File: src/rtl/rmq_pkg.sv
package rmq_pkg;

   // Root pipeline: one result bit per stage
   localparam int ROOT_W = 24;
   localparam int REM_W = 47;
   localparam int TDV_W = 41;
   localparam int DV_W = 17;

   // Queue between front and back
   localparam int QUEUE_DEPTH = 4;
   localparam int QPTR_W = $clog2(QUEUE_DEPTH);
   localparam int QCNT_W = $clog2(QUEUE_DEPTH + 1);

   typedef enum logic [1:0] {
      CASE_TRACE = 2'd0,
      CASE_X     = 2'd1,
      CASE_Y     = 2'd2,
      CASE_Z     = 2'd3
   } case_type;

   // Classified item leaving the first front stage
   typedef struct packed {
      case_type             sel;
      logic                 bad;
      logic [16:0]          rad;
      logic [3:0]           big;
      logic [3:0][16:0]     diff;
   } class_type;

   // One component: find the largest root with root^2 * dv <= rem (initial)
   typedef struct packed {
      logic                 big;
      logic                 neg;
      logic [DV_W-1:0]      dv;
      logic [REM_W-1:0]     rem;
      logic [TDV_W-1:0]     tdv;
      logic [ROOT_W-1:0]    root;
   } lane_type;

   typedef struct packed {
      case_type             sel;
      logic                 bad;
      lane_type [3:0]       lane;
   } item_type;

   // Try one root bit: (t + 2^k)^2 dv = t^2 dv + 2^(k+1) t dv + 2^(2k) dv
   function automatic lane_type root_step(lane_type l, int k);
      logic [66:0] trial;
      lane_type    r;
      r = l;
      trial = ({26'd0, l.tdv} << (k + 1)) + ({50'd0, l.dv} << (2 * k));
      if (trial <= {20'd0, l.rem}) begin
         r.rem  = l.rem - trial[REM_W-1:0];
         r.tdv  = l.tdv + ({24'd0, l.dv} << k);
         r.root = l.root | (ROOT_W'(1) << k);
      end
      return r;
   endfunction

   // Round and saturate a finished component
   function automatic logic [15:0] lane_result(lane_type l);
      logic [ROOT_W:0]   inc;
      logic [ROOT_W-1:0] half;
      logic [15:0]       v;
      inc  = {1'b0, l.root} + (ROOT_W + 1)'(1);
      half = inc[ROOT_W:1];
      if (l.big) begin
         v = (l.rem > {{(REM_W - ROOT_W){1'b0}}, l.root}) ? l.root[15:0] + 16'd1
                                                          : l.root[15:0];
      end else if (l.neg) begin
         v = (half > ROOT_W'(32768)) ? 16'h8000 : 16'(-half[15:0]);
      end else begin
         v = (half > ROOT_W'(32767)) ? 16'h7fff : half[15:0];
      end
      return v;
   endfunction

endpackage

File: src/rtl/rmq_fifo.sv
module rmq_fifo import rmq_pkg::*; (
   input  logic     clock,
   input  logic     reset,
   input  logic     push,
   input  item_type push_item,
   output logic     full,
   input  logic     pop,
   output logic     empty,
   output item_type head
);

   item_type            mem_ff [QUEUE_DEPTH];
   logic [QPTR_W-1:0]   wr_ff, wr_in, rd_ff, rd_in;
   logic [QCNT_W-1:0]   cnt_ff, cnt_in;

   assign full  = (cnt_ff == QCNT_W'(QUEUE_DEPTH));
   assign empty = (cnt_ff == '0);
   assign head  = mem_ff[rd_ff];

   // Advance pointers and count
   always_comb begin
      wr_in  = push ? wr_ff + QPTR_W'(1) : wr_ff;
      rd_in  = pop ? rd_ff + QPTR_W'(1) : rd_ff;
      cnt_in = cnt_ff + QCNT_W'(push) - QCNT_W'(pop);
   end

   always_ff @(posedge clock) begin
      if (reset) begin
         wr_ff  <= '0;
         rd_ff  <= '0;
         cnt_ff <= '0;
      end else begin
         wr_ff  <= wr_in;
         rd_ff  <= rd_in;
         cnt_ff <= cnt_in;
      end
   end

   // Store the pushed item
   always_ff @(posedge clock) begin
      if (push) begin
         mem_ff[wr_ff] <= push_item;
      end
   end

endmodule

File: config.mk
export PLATFORM = sky130hd
export DESIGN_NAME = rmq_fifo
export DESIGN_NICKNAME = d
export VERILOG_FILES = /design/src/rtl/rmq_pkg.sv /design/src/rtl/rmq_fifo.sv
export SDC_FILE = /design/constraint.sdc
export NUM_CORES = 1
export LEC_CHECK = 0
export BUFFER_PORTS_ARGS = -buffer_cell sky130_fd_sc_hd__buf_2
export CAP_MARGIN = 0
export CORE_AREA = 5 5 409 411
export DETAILED_ROUTE_END_ITERATION = 8
export DIE_AREA = 0 0 414 416
export PLACE_DENSITY = 0.67
export SYNTH_ARGS = -nofsm -noshare
export SYNTH_HDL_FRONTEND = slang
export SYNTH_SLANG_ARGS = --single-unit
File: constraint.sdc
create_clock -name clock -period 32.3 [get_ports clock]
set_clock_uncertainty 0.05 [all_clocks]
set_input_delay 3.23 -clock clock [delete_from_list [all_inputs] [get_ports clock]]
set_output_delay 3.23 -clock clock [all_outputs]
set_load 0.02 [all_outputs]
Yosys cells after proc, flatten, opt, wreduce, memory -nomap -nowiden

Memory sizes are Yosys's and may differ from the RTL's. A register that Yosys moved wholly into a read port is not among the register bits.
Index checks and enable logic that the tools add are counted.

Flip-flop bits (word level): 7
Latch bits: 0
Memory bits (writable): 2,108
Bits in read-only memories: 0
Input port bits: 531
Word-level logic and storage cells: 14
Memories: 1

Memories:

| memory | depth | width | read ports | clocked after memory_dff | wr ports | RTL line       | RTL |
|---|---|---|---|---|---|---|---|
| mem_ff | 4     | 527   | 1          | 1                        | 1        | rmq_fifo.sv:12 | `item_type mem_ff [QUEUE_DEPTH];` |

$add $sub $neg: 4
Multiply operators: 0
Divide/modulo/power cells: 0
Magnitude comparators: 0
Eq/ne operators: 1
Shift-type cells: 0
Muxes and demuxes: 4
Bitwise operators: 0
Reduce and logical (&&, ||, !) cells: 1

Operator list:

| operator                                    | number |
|---|---|
| adder 2 x 1 -> 2 bit, second input constant | 2 |
| two-way mux 2 bit                           | 2 |
| adder 3 x 1 -> 3 bit                        | 1 |
| equality test 3 bit, second input constant  | 1 |
| zero test 3 bit                             | 1 |
| subtractor 3 x 1 -> 3 bit                   | 1 |
| two-way mux 1 bit                           | 2 |

Depth between registers and ports, before layout

Depth in word-level cells: 3
Mapped depth: 7
Mapped depth without buffers: 7

Worst setup path before layout

No wires, ideal clock.

Kind: input port to flip-flop
From: input port push
To: memory mem_ff[0][0] (netlist bit), enable pin
Library setup time: 0.958 ns
Arrival: 15.056 ns
Data required time: 31.292 ns
Setup slack: 16.236 ns
Cell stages on the path: 1
Path buffers: 0
Path through: and2_1

Word-level cells in the longest chain between the ends: 2

Ends and longest elaborated chain:

| item                                    | RTL line       | RTL |
|---|---|---|
| start: declaration                      | rmq_fifo.sv:4  | `input logic push,` |
| two-way mux 1 bit                       | rmq_fifo.sv:41 | `if (push) begin` |
| two-way mux 1 bit (implied by the code) | rmq_fifo.sv:42 | `mem_ff[wr_ff] <= push_item;` |
| end: declaration                        | rmq_fifo.sv:12 |  |

No other way between the ends.

==> out/results.tsv <==
stage	metric	value	unit
run_status	status	finished, final reports clean	
power	power.switching	1.422	mW
power	powerDensity	67.12	nW/µm²
route	wl_per_cell	27.23	µm
critical_path	critical_path_buf_inv_count	6	
global_routing	grt_overflow	0	
power	seqPwrFrac	0.525	
route	ant_nets	0	
timing	finalCritPeriodShare	0.3040	
power	switching_share	0.2340	
placement	portBuffers	1059	
clock_tree	cts_setup_buffers	0	
timing	tightestPinTransition	1.057	ns
power	intPower	4.657	mW
critical_path	cp_max_fo	47	
synth	syn_inst	2795	
min_path	hp-class	flip-flop to flip-flop	
timing	relSlewSlack	0.2955	
clock_tree	ctsHtreeMaxLevel	4	
clock_tree	numCtsBuffers	204	
power	combinationalPowerShare	0.106	
synth	yosys.cell_types.count	22	
synth	syn_area	76320	µm²
global_routing	grt_max_degree	138	
critical_path	crit_type	flip-flop to output pin	
clock_tree	clk_pin_slew	0.06	ns
timing	period_minus_slack	9.819	ns
critical_path	worstPathArrival	6.54	ns
global_routing	antenna_found_initial	115	
critical_path	slowest_stage	dfxtp_4	
synth	synth.ff_latch_count	2117	
global_routing	grt_pass1_wl	252700	µm
timing	drv_slew	0	
critical_path	slowest_delay	0.91	ns
critical_path	cp_top_family	buffers and inverters	
cells_and_area	final_common_cell	edfxtp_1	
critical_path	end_kind	output pin	
synth	synth_top_area_share	0.8294	
clock_tree	cts_buffer_depth	3	
power	finalPower	6.079	mW
clock_tree	ctsHoldBuffers	0	
timing	fin_setup_tns	0	ns
job	drv_cap	0	
placement	dpl.hpwl	114500	µm
route	drc	0	
die	initial_core_util	0.4663	
route	via_per_inst	5.473	
power	clkPwrFrac	0.369	
timing	finalHoldViolations	0	
route	first_pass_iters	7	
timing	fmax	101.8	MHz
cells_and_area	drive_gt1_frac	0.4642	
critical_path	cp-start-kind	flip-flop	
timing	rsz0062_at_grt	no	
power	p_leak	29.99	nW
die	rows	149	
clock_tree	ctsResizeCount	0	
die	coreArea	163700	µm²
critical_path	crit_required	29.02	ns
synth	ys_seq_area_frac	0.8318	
critical_path	crit_chain	buf_4 > buf_4 > buf_4 > buf_4 > buf_4 > mux4_2 > buf_2	
power	vdd_drop_max	0.05341	mV
synth	syn_nets	3333	
synth	synth.area.top_cells	edfxtp_1 (83%), mux4_2 (16%), buf_4 (0.43%)	
cells_and_area	area_growth	18.67	%
synth	synth_largest_area_cell	edfxtp_1	
critical_path	rrSetupSlack	27.09	ns
global_routing	grt_usage	0.1999	
clock_tree	clkLatencyLatePin	0.81	ns
route	finalWirelength	174100	µm
synth	ys_warn_count	0	
critical_path	cp_common_cell	buf_4	
die	die_w	414	µm
cells_and_area	final_cell_mix	edfxtp_1 (2,108), buf_2 (1,059), mux4_2 (527)	
die	die_y	416	µm
synth	syn_avg_cell_area	27.31	µm²
clock_tree	cts_sinks	2117	
die	dieArea	172200	µm²
cells_and_area	nets	4530	
route	drtIter0Drc	3118	
route	num_vias	34990	
clock_tree	cts_root_buf	clkbuf_16	
timing	whs	0.4785	ns
cells_and_area	final_util	0.5533	
global_routing	grt_pass1_vias	36300	
die	io_pins	1060	
timing	finalSetupViolations	0	
clock_tree	cts_tree	built	
placement	place.gp.congestion	0.7941	
==> metal layers <==
layer	GRT usage	vias up	wire length, µm
li1	-	14680	-
met3	0.07207	384	15510
met4	0.06778	58	5368
met2	0.3373	1369	90150
met1	0.2406	18500	62690
met5	0	-	361
==> cell families after synthesis <==
group,synth area share
simple gates,0.0009836
flops,0.8318
mux,0.1556
compound gates,0.0001967
xor+xnor,0.0005410
buf+inv,0.009591
fa+ha+maj,0.001246
==> power by group through the flow <==
stage / registers, mW / logic (mW) / clock network, mW
2_1_floorplan: 3.31 / 0.401 / 0
3_3_place_gp: 3.24 / 0.655 / 0
3_5_place_dp: 3.25 / 0.659 / 0
4_1_cts: 3.19 / 0.661 / 2.29
5_1_grt: 3.20 / 0.683 / 2.42
6_report: 3.19 / 0.647 / 2.24
==> synthesized netlist by cell type (all sizes together) <==
master / number
ha: 6
mux4: 527
a21bo: 1
buf: 112
clkbuf: 6
nor2: 5
fa: 1
nor2b: 2
mux2i: 1
xor3: 1
and2: 4
nand3b: 1
dfxtp: 9
xnor2: 2
nor3: 1
edfxtp: 2108
and3: 1
a21oi: 1
inv: 6
==> layout make-up <==
| type | count | area (µm²) |
|---|---|---|
| well taps | 2189 | 2739 |
| fillers | 12160 | 73120 |
| flip-flops and latches | 2117 | 63490 |
| diodes | 55 | 137.6 |
| clock inverters | 121 | 1060 |
| multi-input cells | 554 | 12120 |
| inverters | 6 | 22.52 |
| repair buffers | 1109 | 5738 |
| clock buffers | 242 | 5269 |
==> path summary, 6_finish.rpt <==
path	startpoint	to	cells after the start
min	rd_ff[1]$_SDFFE_PP0P_	flip-flop	2
max	flip-flop	head[90]	7
min reg2reg	rd_ff[1]$_SDFFE_PP0P_	flip-flop	2
max reg2reg	wr_ff[0]$_SDFFE_PP0P_	mem_ff[3][390]$_DFFE_PP_	6
==> sequential cells by signal, summed over array words and instances (netlist names), named ones only <==
name and flops:
wr_ff 2, cnt_ff 3, rd_ff 2, mem_ff 2108
==> per-stage QoR <==
| step | instances | setup slack, ns | cell area, µm² |
|---|---|---|---|
| 6_report | 6393 | 22.48 | 90570 |
| 5_1_grt | 6357 | 21.60 | 90480 |
| 4_1_cts | 6338 | 22.06 | 90430 |
| 3_5_place_dp | 5975 | 23.01 | 84100 |
| 3_3_place_gp | 5975 | 23.00 | 84100 |
| 2_1_floorplan | 2795 | 16.24 | 76320 |
==> worst min-delay path, delay by kind of cell, from the launching register on <==
family	cells	cell delay, ns
AO/OA/AOI/OAI	1	0.07
flip-flops	1	0.32
AND/OR/NAND/NOR	1	0.10
(Power assumes the default switching activity.)
