File: src/rtl/rmq_pkg.sv
package rmq_pkg;

   // Root pipeline: one result bit per stage
   localparam int ROOT_W = 24;
   localparam int REM_W = 47;
   localparam int TDV_W = 41;
   localparam int DV_W = 17;

   // Queue between front and back
   localparam int QUEUE_DEPTH = 4;
   localparam int QPTR_W = $clog2(QUEUE_DEPTH);
   localparam int QCNT_W = $clog2(QUEUE_DEPTH + 1);

   typedef enum logic [1:0] {
      CASE_TRACE = 2'd0,
      CASE_X     = 2'd1,
      CASE_Y     = 2'd2,
      CASE_Z     = 2'd3
   } case_type;

   // Classified item leaving the first front stage
   typedef struct packed {
      case_type             sel;
      logic                 bad;
      logic [16:0]          rad;
      logic [3:0]           big;
      logic [3:0][16:0]     diff;
   } class_type;

   // One component: find the largest root with root^2 * dv <= rem (initial)
   typedef struct packed {
      logic                 big;
      logic                 neg;
      logic [DV_W-1:0]      dv;
      logic [REM_W-1:0]     rem;
      logic [TDV_W-1:0]     tdv;
      logic [ROOT_W-1:0]    root;
   } lane_type;

   typedef struct packed {
      case_type             sel;
      logic                 bad;
      lane_type [3:0]       lane;
   } item_type;

   // Try one root bit: (t + 2^k)^2 dv = t^2 dv + 2^(k+1) t dv + 2^(2k) dv
   function automatic lane_type root_step(lane_type l, int k);
      logic [66:0] trial;
      lane_type    r;
      r = l;
      trial = ({26'd0, l.tdv} << (k + 1)) + ({50'd0, l.dv} << (2 * k));
      if (trial <= {20'd0, l.rem}) begin
         r.rem  = l.rem - trial[REM_W-1:0];
         r.tdv  = l.tdv + ({24'd0, l.dv} << k);
         r.root = l.root | (ROOT_W'(1) << k);
      end
      return r;
   endfunction

   // Round and saturate a finished component
   function automatic logic [15:0] lane_result(lane_type l);
      logic [ROOT_W:0]   inc;
      logic [ROOT_W-1:0] half;
      logic [15:0]       v;
      inc  = {1'b0, l.root} + (ROOT_W + 1)'(1);
      half = inc[ROOT_W:1];
      if (l.big) begin
         v = (l.rem > {{(REM_W - ROOT_W){1'b0}}, l.root}) ? l.root[15:0] + 16'd1
                                                          : l.root[15:0];
      end else if (l.neg) begin
         v = (half > ROOT_W'(32768)) ? 16'h8000 : 16'(-half[15:0]);
      end else begin
         v = (half > ROOT_W'(32767)) ? 16'h7fff : half[15:0];
      end
      return v;
   endfunction

endpackage

File: src/rtl/rmq_front.sv
module rmq_front import rmq_pkg::*; (
   input  logic               clock,
   input  logic               reset,
   input  logic               req_valid,
   output logic               req_stall,
   input  logic signed [15:0] req_m00,
   input  logic signed [15:0] req_m01,
   input  logic signed [15:0] req_m02,
   input  logic signed [15:0] req_m10,
   input  logic signed [15:0] req_m11,
   input  logic signed [15:0] req_m12,
   input  logic signed [15:0] req_m20,
   input  logic signed [15:0] req_m21,
   input  logic signed [15:0] req_m22,
   input  logic               q_full,
   output logic               q_push,
   output item_type           q_item
);

   logic                f1_vld_ff, f1_vld_in;
   class_type           f1_ff, f1_in;
   logic                f2_vld_ff, f2_vld_in;
   item_type            f2_ff, f2_in;
   logic                adv;
   logic signed [18:0]  trace, rad;
   logic signed [16:0]  d_a, d_b, d_c, s_xy, s_xz, s_yz;

   // Hold the whole front when its last stage cannot enter the queue
   assign adv       = !(f2_vld_ff && q_full);
   assign req_stall = !adv;
   assign q_push    = f2_vld_ff && adv;
   assign q_item    = f2_ff;

   // Classify: pick the case, form the radicand and the off-diagonal terms
   always_comb begin
      trace = 19'(req_m00) + 19'(req_m11) + 19'(req_m22);
      d_a  = 17'(req_m21) - 17'(req_m12);
      d_b  = 17'(req_m02) - 17'(req_m20);
      d_c  = 17'(req_m10) - 17'(req_m01);
      s_xy = 17'(req_m10) + 17'(req_m01);
      s_xz = 17'(req_m20) + 17'(req_m02);
      s_yz = 17'(req_m12) + 17'(req_m21);
      if (trace > 19'sd0) begin
         f1_in.sel = CASE_TRACE;
         rad = 19'sd16384 + trace;
      end else if (req_m00 >= req_m11 && req_m00 >= req_m22) begin
         f1_in.sel = CASE_X;
         rad = 19'sd16384 + 19'(req_m00) - 19'(req_m11) - 19'(req_m22);
      end else if (req_m11 > req_m22) begin
         f1_in.sel = CASE_Y;
         rad = 19'sd16384 + 19'(req_m11) - 19'(req_m00) - 19'(req_m22);
      end else begin
         f1_in.sel = CASE_Z;
         rad = 19'sd16384 + 19'(req_m22) - 19'(req_m00) - 19'(req_m11);
      end
      f1_in.bad = (rad <= 19'sd0);
      f1_in.rad = rad[16:0];
      unique case (f1_in.sel)
         CASE_TRACE: begin
            f1_in.big  = 4'b1000;
            f1_in.diff = {17'd0, d_c, d_b, d_a};
         end
         CASE_X: begin
            f1_in.big  = 4'b0001;
            f1_in.diff = {d_a, s_xz, s_xy, 17'd0};
         end
         CASE_Y: begin
            f1_in.big  = 4'b0010;
            f1_in.diff = {d_b, s_yz, 17'd0, s_xy};
         end
         default: begin
            f1_in.big  = 4'b0100;
            f1_in.diff = {d_c, 17'd0, s_yz, s_xz};
         end
      endcase
   end

   // Square the terms and load each component's root search
   always_comb begin
      logic [16:0] mag;
      logic [33:0] sq;
      f2_in.sel = f1_ff.sel;
      f2_in.bad = f1_ff.bad;
      for (int i = 0; i < 4; i++) begin
         mag = f1_ff.diff[i][16] ? 17'(-f1_ff.diff[i]) : f1_ff.diff[i];
         sq  = {17'd0, mag} * {17'd0, mag};
         f2_in.lane[i].big  = f1_ff.big[i];
         f2_in.lane[i].neg  = f1_ff.diff[i][16];
         f2_in.lane[i].tdv  = '0;
         f2_in.lane[i].root = '0;
         if (f1_ff.bad) begin
            f2_in.lane[i].dv  = DV_W'(1);
            f2_in.lane[i].rem = '0;
         end else if (f1_ff.big[i]) begin
            f2_in.lane[i].dv  = DV_W'(1);
            f2_in.lane[i].rem = {18'd0, f1_ff.rad, 12'd0};
         end else begin
            f2_in.lane[i].dv  = f1_ff.rad;
            f2_in.lane[i].rem = {sq[32:0], 14'd0};
         end
      end
   end

   assign f1_vld_in = req_valid;
   assign f2_vld_in = f1_vld_ff;

   // Advance the front stages
   always_ff @(posedge clock) begin
      if (reset) begin
         f1_vld_ff <= 1'b0;
         f2_vld_ff <= 1'b0;
      end else if (adv) begin
         f1_vld_ff <= f1_vld_in;
         f2_vld_ff <= f2_vld_in;
      end
   end

   always_ff @(posedge clock) begin
      if (adv) begin
         f1_ff <= f1_in;
         f2_ff <= f2_in;
      end
   end

endmodule

File: config.mk
export PLATFORM = sky130hd
export DESIGN_NAME = rmq_front
export DESIGN_NICKNAME = d
export VERILOG_FILES = /design/src/rtl/rmq_pkg.sv /design/src/rtl/rmq_front.sv
export SDC_FILE = /design/constraint.sdc
export NUM_CORES = 2
export LEC_CHECK = 0
export ABC_AREA = 1
export BUFFER_PORTS_ARGS = -buffer_cell sky130_fd_sc_hd__buf_2
export CORE_MARGIN = 3
export CORE_UTILIZATION = 40
export DETAILED_ROUTE_END_ITERATION = 6
export SYNTH_ARGS = -nofsm -noshare
export SYNTH_HDL_FRONTEND = slang
export SYNTH_SLANG_ARGS = --single-unit
File: constraint.sdc
create_clock -name clock -period 9.3 [get_ports clock]
set_input_delay 0.93 -clock clock [delete_from_list [all_inputs] [get_ports clock]]
set_output_delay 0.93 -clock clock [all_outputs]
set_load 0.005 [all_outputs]
Word-level counts from Yosys, hierarchy flattened
Index checks and enable logic that the tools add are counted.

Add/sub/neg operators: 22. Multiply operators: 4. $lt $le $gt $ge: 5. Eq/ne operators: 2. Mux-type cells: 15. Bitwise gates (word level): 4. Reduce and logical (&&, ||, !) cells: 13.

Operator list (count): $pmux 72 s3 (1); $mul 17x17->33 (4); $mux 29 (4); $add 16x16->17 (4); $mux 17 (4); $neg 17->17 (4); $mux 19 (3); $sub 18x16->19 (3); $sub 17x16->18 (3); $add 16x16->17 const A (3); $sub 16x16->17 (3); $ge 16x16->1 (2); $add 16x18->19 const A (1); $le 19x1->1 const B (1); $add 17x16->18 (1); $gt 18x1->1 const B (1); $gt 16x16->1 (1); $reduce_or 2->1 (8); $mux 2 (2); $not 1->1 (4); $logic_and 1x1->1 (3); $eq 2x1->1 const B (1); $eq 2x2->1 const B (1); $logic_not 2->1 (1); 2 further kinds (2).

Register bits after elaboration: 361. Input port bits: 148. Logic and storage cells: 101.

Longest topological paths before layout
Depth after elaboration: 7. Mapped depth: 41. Gate-level depth less buffers: 40.

Worst setup path before layout
OpenSTA, ideal clock, no wires.

Path type: input to output. Start: in q_full. End: out req_stall. Data arrival time: 8189 ps. Required time: 8370 ps. Path slack: 181 ps. Cell stages on the path: 2. Path buffers: 0. Cell sequence: nand2_1 inv_1.

Word-level cells in the longest chain between the ends: 1.

RTL lines: start: declaration (RTL line rmq_front.sv:15) `input logic q_full,`; $logic_and 1x1->1 (RTL line rmq_front.sv:29) `assign adv = !(f2_vld_ff && q_full);`; end: declaration (RTL line rmq_front.sv:5) `output logic req_stall,`.

No other way between the ends.

Worst setup path in the final report
Start: reg f1_ff[34] in the netlist's numbering. End: reg f2_ff (netlist bit q_item[369]) (data pin).

Word-level cells in the longest chain between the ends: 3.

RTL lines: start: declaration (RTL line rmq_front.sv:21) `class_type f1_ff, f1_in;`; start signal: assignment (RTL line rmq_front.sv:120) `f1_ff <= f1_in;`; $neg 17->17 (RTL line rmq_front.sv:85) `mag = f1_ff.diff[i][16] ? 17'(-f1_ff.diff[i]) : f1_ff.diff[i];`; $mux 17 * (RTL line rmq_front.sv:85); $mul 17x17->33 * (RTL line rmq_front.sv:86) `sq = {17'd0, mag} * {17'd0, mag};`; end signal: assignment (RTL line rmq_front.sv:121) `f2_ff <= f2_in;`; end: declaration (RTL line rmq_front.sv:23) `item_type f2_ff, f2_in;`.

Mark *: on every way between the ends. The rest lies on a longest branch, timed or not. A chain may end at the register's enable or synchronous reset.

==> summary.txt <==
Status -> finished with violations
Violated checks -> design-rule violations
Crit path max-delay family -> adder cells
DRC viols -> 5
Layout cells sized above 1 -> 0.06923
Clock Skews -> 0.03997 ns
Seq/Total Area, Yosys -> 0.1569
1st-pass router iterations -> 7
CP Capture Type -> flip-flop
Postcts setup bufs -> 0
Final hold vios -> 0
Input/output buffers -> 368
Worst EP required -> 9.63 ns
Flops & latches, synth -> 313
Max cap viols -> 0
Post-cts hold buffer count -> 0
DR vias -> 47,220
Critical path data arrival time -> 8.61 ns
Distinct cells, synth -> 53
Critical path class -> reg -> reg
Grt ovf -> 0
Layout area overhead -> 7.349%
CP max FO -> 19
Critical R2R Launch -> f1_ff[34]
Reg area -> 9379 um^2
WL final -> 182.6 mm
Synth Cell Area -> 59,780 um^2
Critical Path Start -> f1_ff[34]
Clk sinks -> 313
Commonest cells after routing, fill and taps aside -> inv_1 (1,708), nand2_1 (1,174), fa_1 (837)
CP startpoint kind -> flip-flop
Final min period -> 8.274 ns
Most used cell, CP -> fa_1
Latest clock arrival within the worst-skew pair -> 0.61 ns
Worst path buffer plus inverter count -> 7
Critical path's largest stage delay -> 0.52 ns
Hold Startpoint -> f1_ff[91]
Rel. slew slack -> 0.2327
Drt via density -> 4.910
Initial Util -> 0.4039
Commonest non-fill, non-tap cell in the layout -> inv_1
Largest net degree at the start of global routing -> 150
DP HPWL -> 155.3 mm
Final slew viol count -> 0
Root Driver -> clkbuf_16
Slew @ Worst Pin -> 1.150 ns
RSZ-0062 raised after global routing -> no
# rows -> 141
Number of global-route vias before repair -> 46,990
Final ANT Viol Nets -> 0
Hold Path Class -> reg -> reg
CTS buffer count -> 40
Fmax -> 0.1209 GHz
Final setup viols -> 0
Clock-pin slew on the worst setup and hold paths -> 0.07 ns
H-tree depth -> 2
Area of the multi-input gates -> 42,300 um^2
I/O pin cnt -> 677
WL/cell -> 18.99 um
Synth Area per Inst -> 8.231 um^2
First-pass GRT wire length -> 275.9 mm
Gr usage total -> 0.2351
Die area -> 154,100 um^2
Tcrit/Tclk final -> 0.8897
Max clock buf depth -> 3
Die Ht -> 392.6 um
Initial antenna violation count -> 72
NumNets Final -> 9,326
CTS tree -> done
Fill count -> 14,910
Die X -> 392.6 um
Yosys warning count -> 0
Setup TNS -> 0 ns
Synth Instances -> 7,263
Post-CTS resize count -> 0
Critical-path top delay cell -> fa_1
Placer Congestion -> 0.9576
Core area -> 148,000 um^2
Starting DRT DRC Count -> 3,399
worst paths after layout:
kind	endpoint	slack [ns]	depth (start not counted)
worst max-delay path	q_item[369]	1.03	33
worst min-delay path	q_item[526]	0.42	0
worst max register to register	q_item[369]	1.03	33
worst min register to register	q_item[526]	0.42	0
cell families (layout without fill, tap and decap cells):
family,Yosys count,count (layout),share of synthesized area
AO/OA/AOI/OAI,845,845,0.08025
XOR/XNOR,165,165,0.02417
adder cells (fa/ha/maj),1553,1553,0.4302
buffers and inverters,2182,2222,0.1579
flip-flops,313,313,0.1569
other,2,386,0.0001256
AND/OR/NAND/NOR,2203,2203,0.1505
stage by stage:
| stage | setup WS [ns] | util | cells | hold WS (ns) | area (um^2) |
|---|---|---|---|---|---|
| after CTS | 1.042 | 0.4330 | 9586 | 0.4255 | 64090 |
| after global routing | 0.2749 | 0.4333 | 9602 | 0.4251 | 64130 |
| after floorplan | 0.1809 | - | 7616 | 0.4003 | 61100 |
| final | 1.026 | 0.4335 | 9617 | 0.4229 | 64170 |
| after global placement | 1.313 | 0.4243 | 9513 | 0.4057 | 62800 |
| after detailed placement | 1.118 | 0.4243 | 9513 | 0.4099 | 62800 |
sequential cells by signal (all words and copies together) (netlist names):
register / cells
q_item: 219
f1_ff: 92
f1_vld_ff: 1
f2_vld_ff: 1
cells in the mapped netlist, drive strengths merged:
| library cell | number | area [um^2] |
|---|---|---|
| or2 | 22 | 137.6 |
| and2 | 8 | 50.05 |
| xnor2 | 28 | 245.2 |
| o21ai | 241 | 1206 |
| inv | 1720 | 6459 |
| a311oi | 1 | 8.760 |
| a31oi | 28 | 175.2 |
| xor2 | 137 | 1200 |
| a221oi | 1 | 8.760 |
| o211ai | 31 | 232.7 |
| o31ai | 18 | 135.1 |
| edfxtp | 311 | 9339 |
| nor2 | 653 | 2472 |
| nand3b | 15 | 112.6 |
| nor4 | 16 | 106.4 |
| o2111ai | 5 | 43.79 |
| nand3 | 214 | 1086 |
| nand4 | 37 | 231.5 |
| a21oi | 360 | 1802 |
| o22ai | 37 | 231.5 |
| a21o | 23 | 172.7 |
| o21bai | 28 | 210.2 |
| ha | 716 | 8959 |
| nand2 | 1181 | 4458 |
| fa | 837 | 16760 |
| dfxtp | 2 | 40.04 |
| or3 | 2 | 12.51 |
| a211oi | 2 | 15.01 |
| and3 | 2 | 12.51 |
| nor3b | 2 | 25.02 |
| o21a | 24 | 180.2 |
| clkinv | 17 | 63.81 |
| a21boi | 13 | 97.60 |
| clkbuf | 100 | 375.4 |
| buf | 345 | 2542 |
| o221ai | 24 | 210.2 |
| a22oi | 9 | 67.56 |
| nor3 | 51 | 290.3 |
| conb | 2 | 7.510 |
per-layer routing:
metal	GRT usage	part of all wire
met4	0.09343	0.046
met1	0.3082	0.41
met5	0	0.00082
met3	0.04759	0.087
met2	0.3807	0.46
worst reg2reg max path, delay by kind of cell, from the launching register on:
family,cells,cell delay [ns]
AO/OA/AOI/OAI,7,1.26
XOR/XNOR,1,0.43
adder cells (fa/ha/maj),8,3.58
buffers and inverters,7,0.87
flip-flops,1,0.43
AND/OR/NAND/NOR,10,1.43
area by class of cell:
cell class,count,area share
Tap cell,1930,0.03763
Antenna cell,31,0.001209
Inverter,1737,0.1016
Sequential cell,313,0.1462
Timing Repair Buffer,412,0.03404
Multi-Input combinational cell,5121,0.6591
Clock buffer,52,0.01646
Clock inverter,21,0.003744
Power is not shown: default switching activity piles up to over one toggle a cycle in this logic, so the estimate is an artifact.
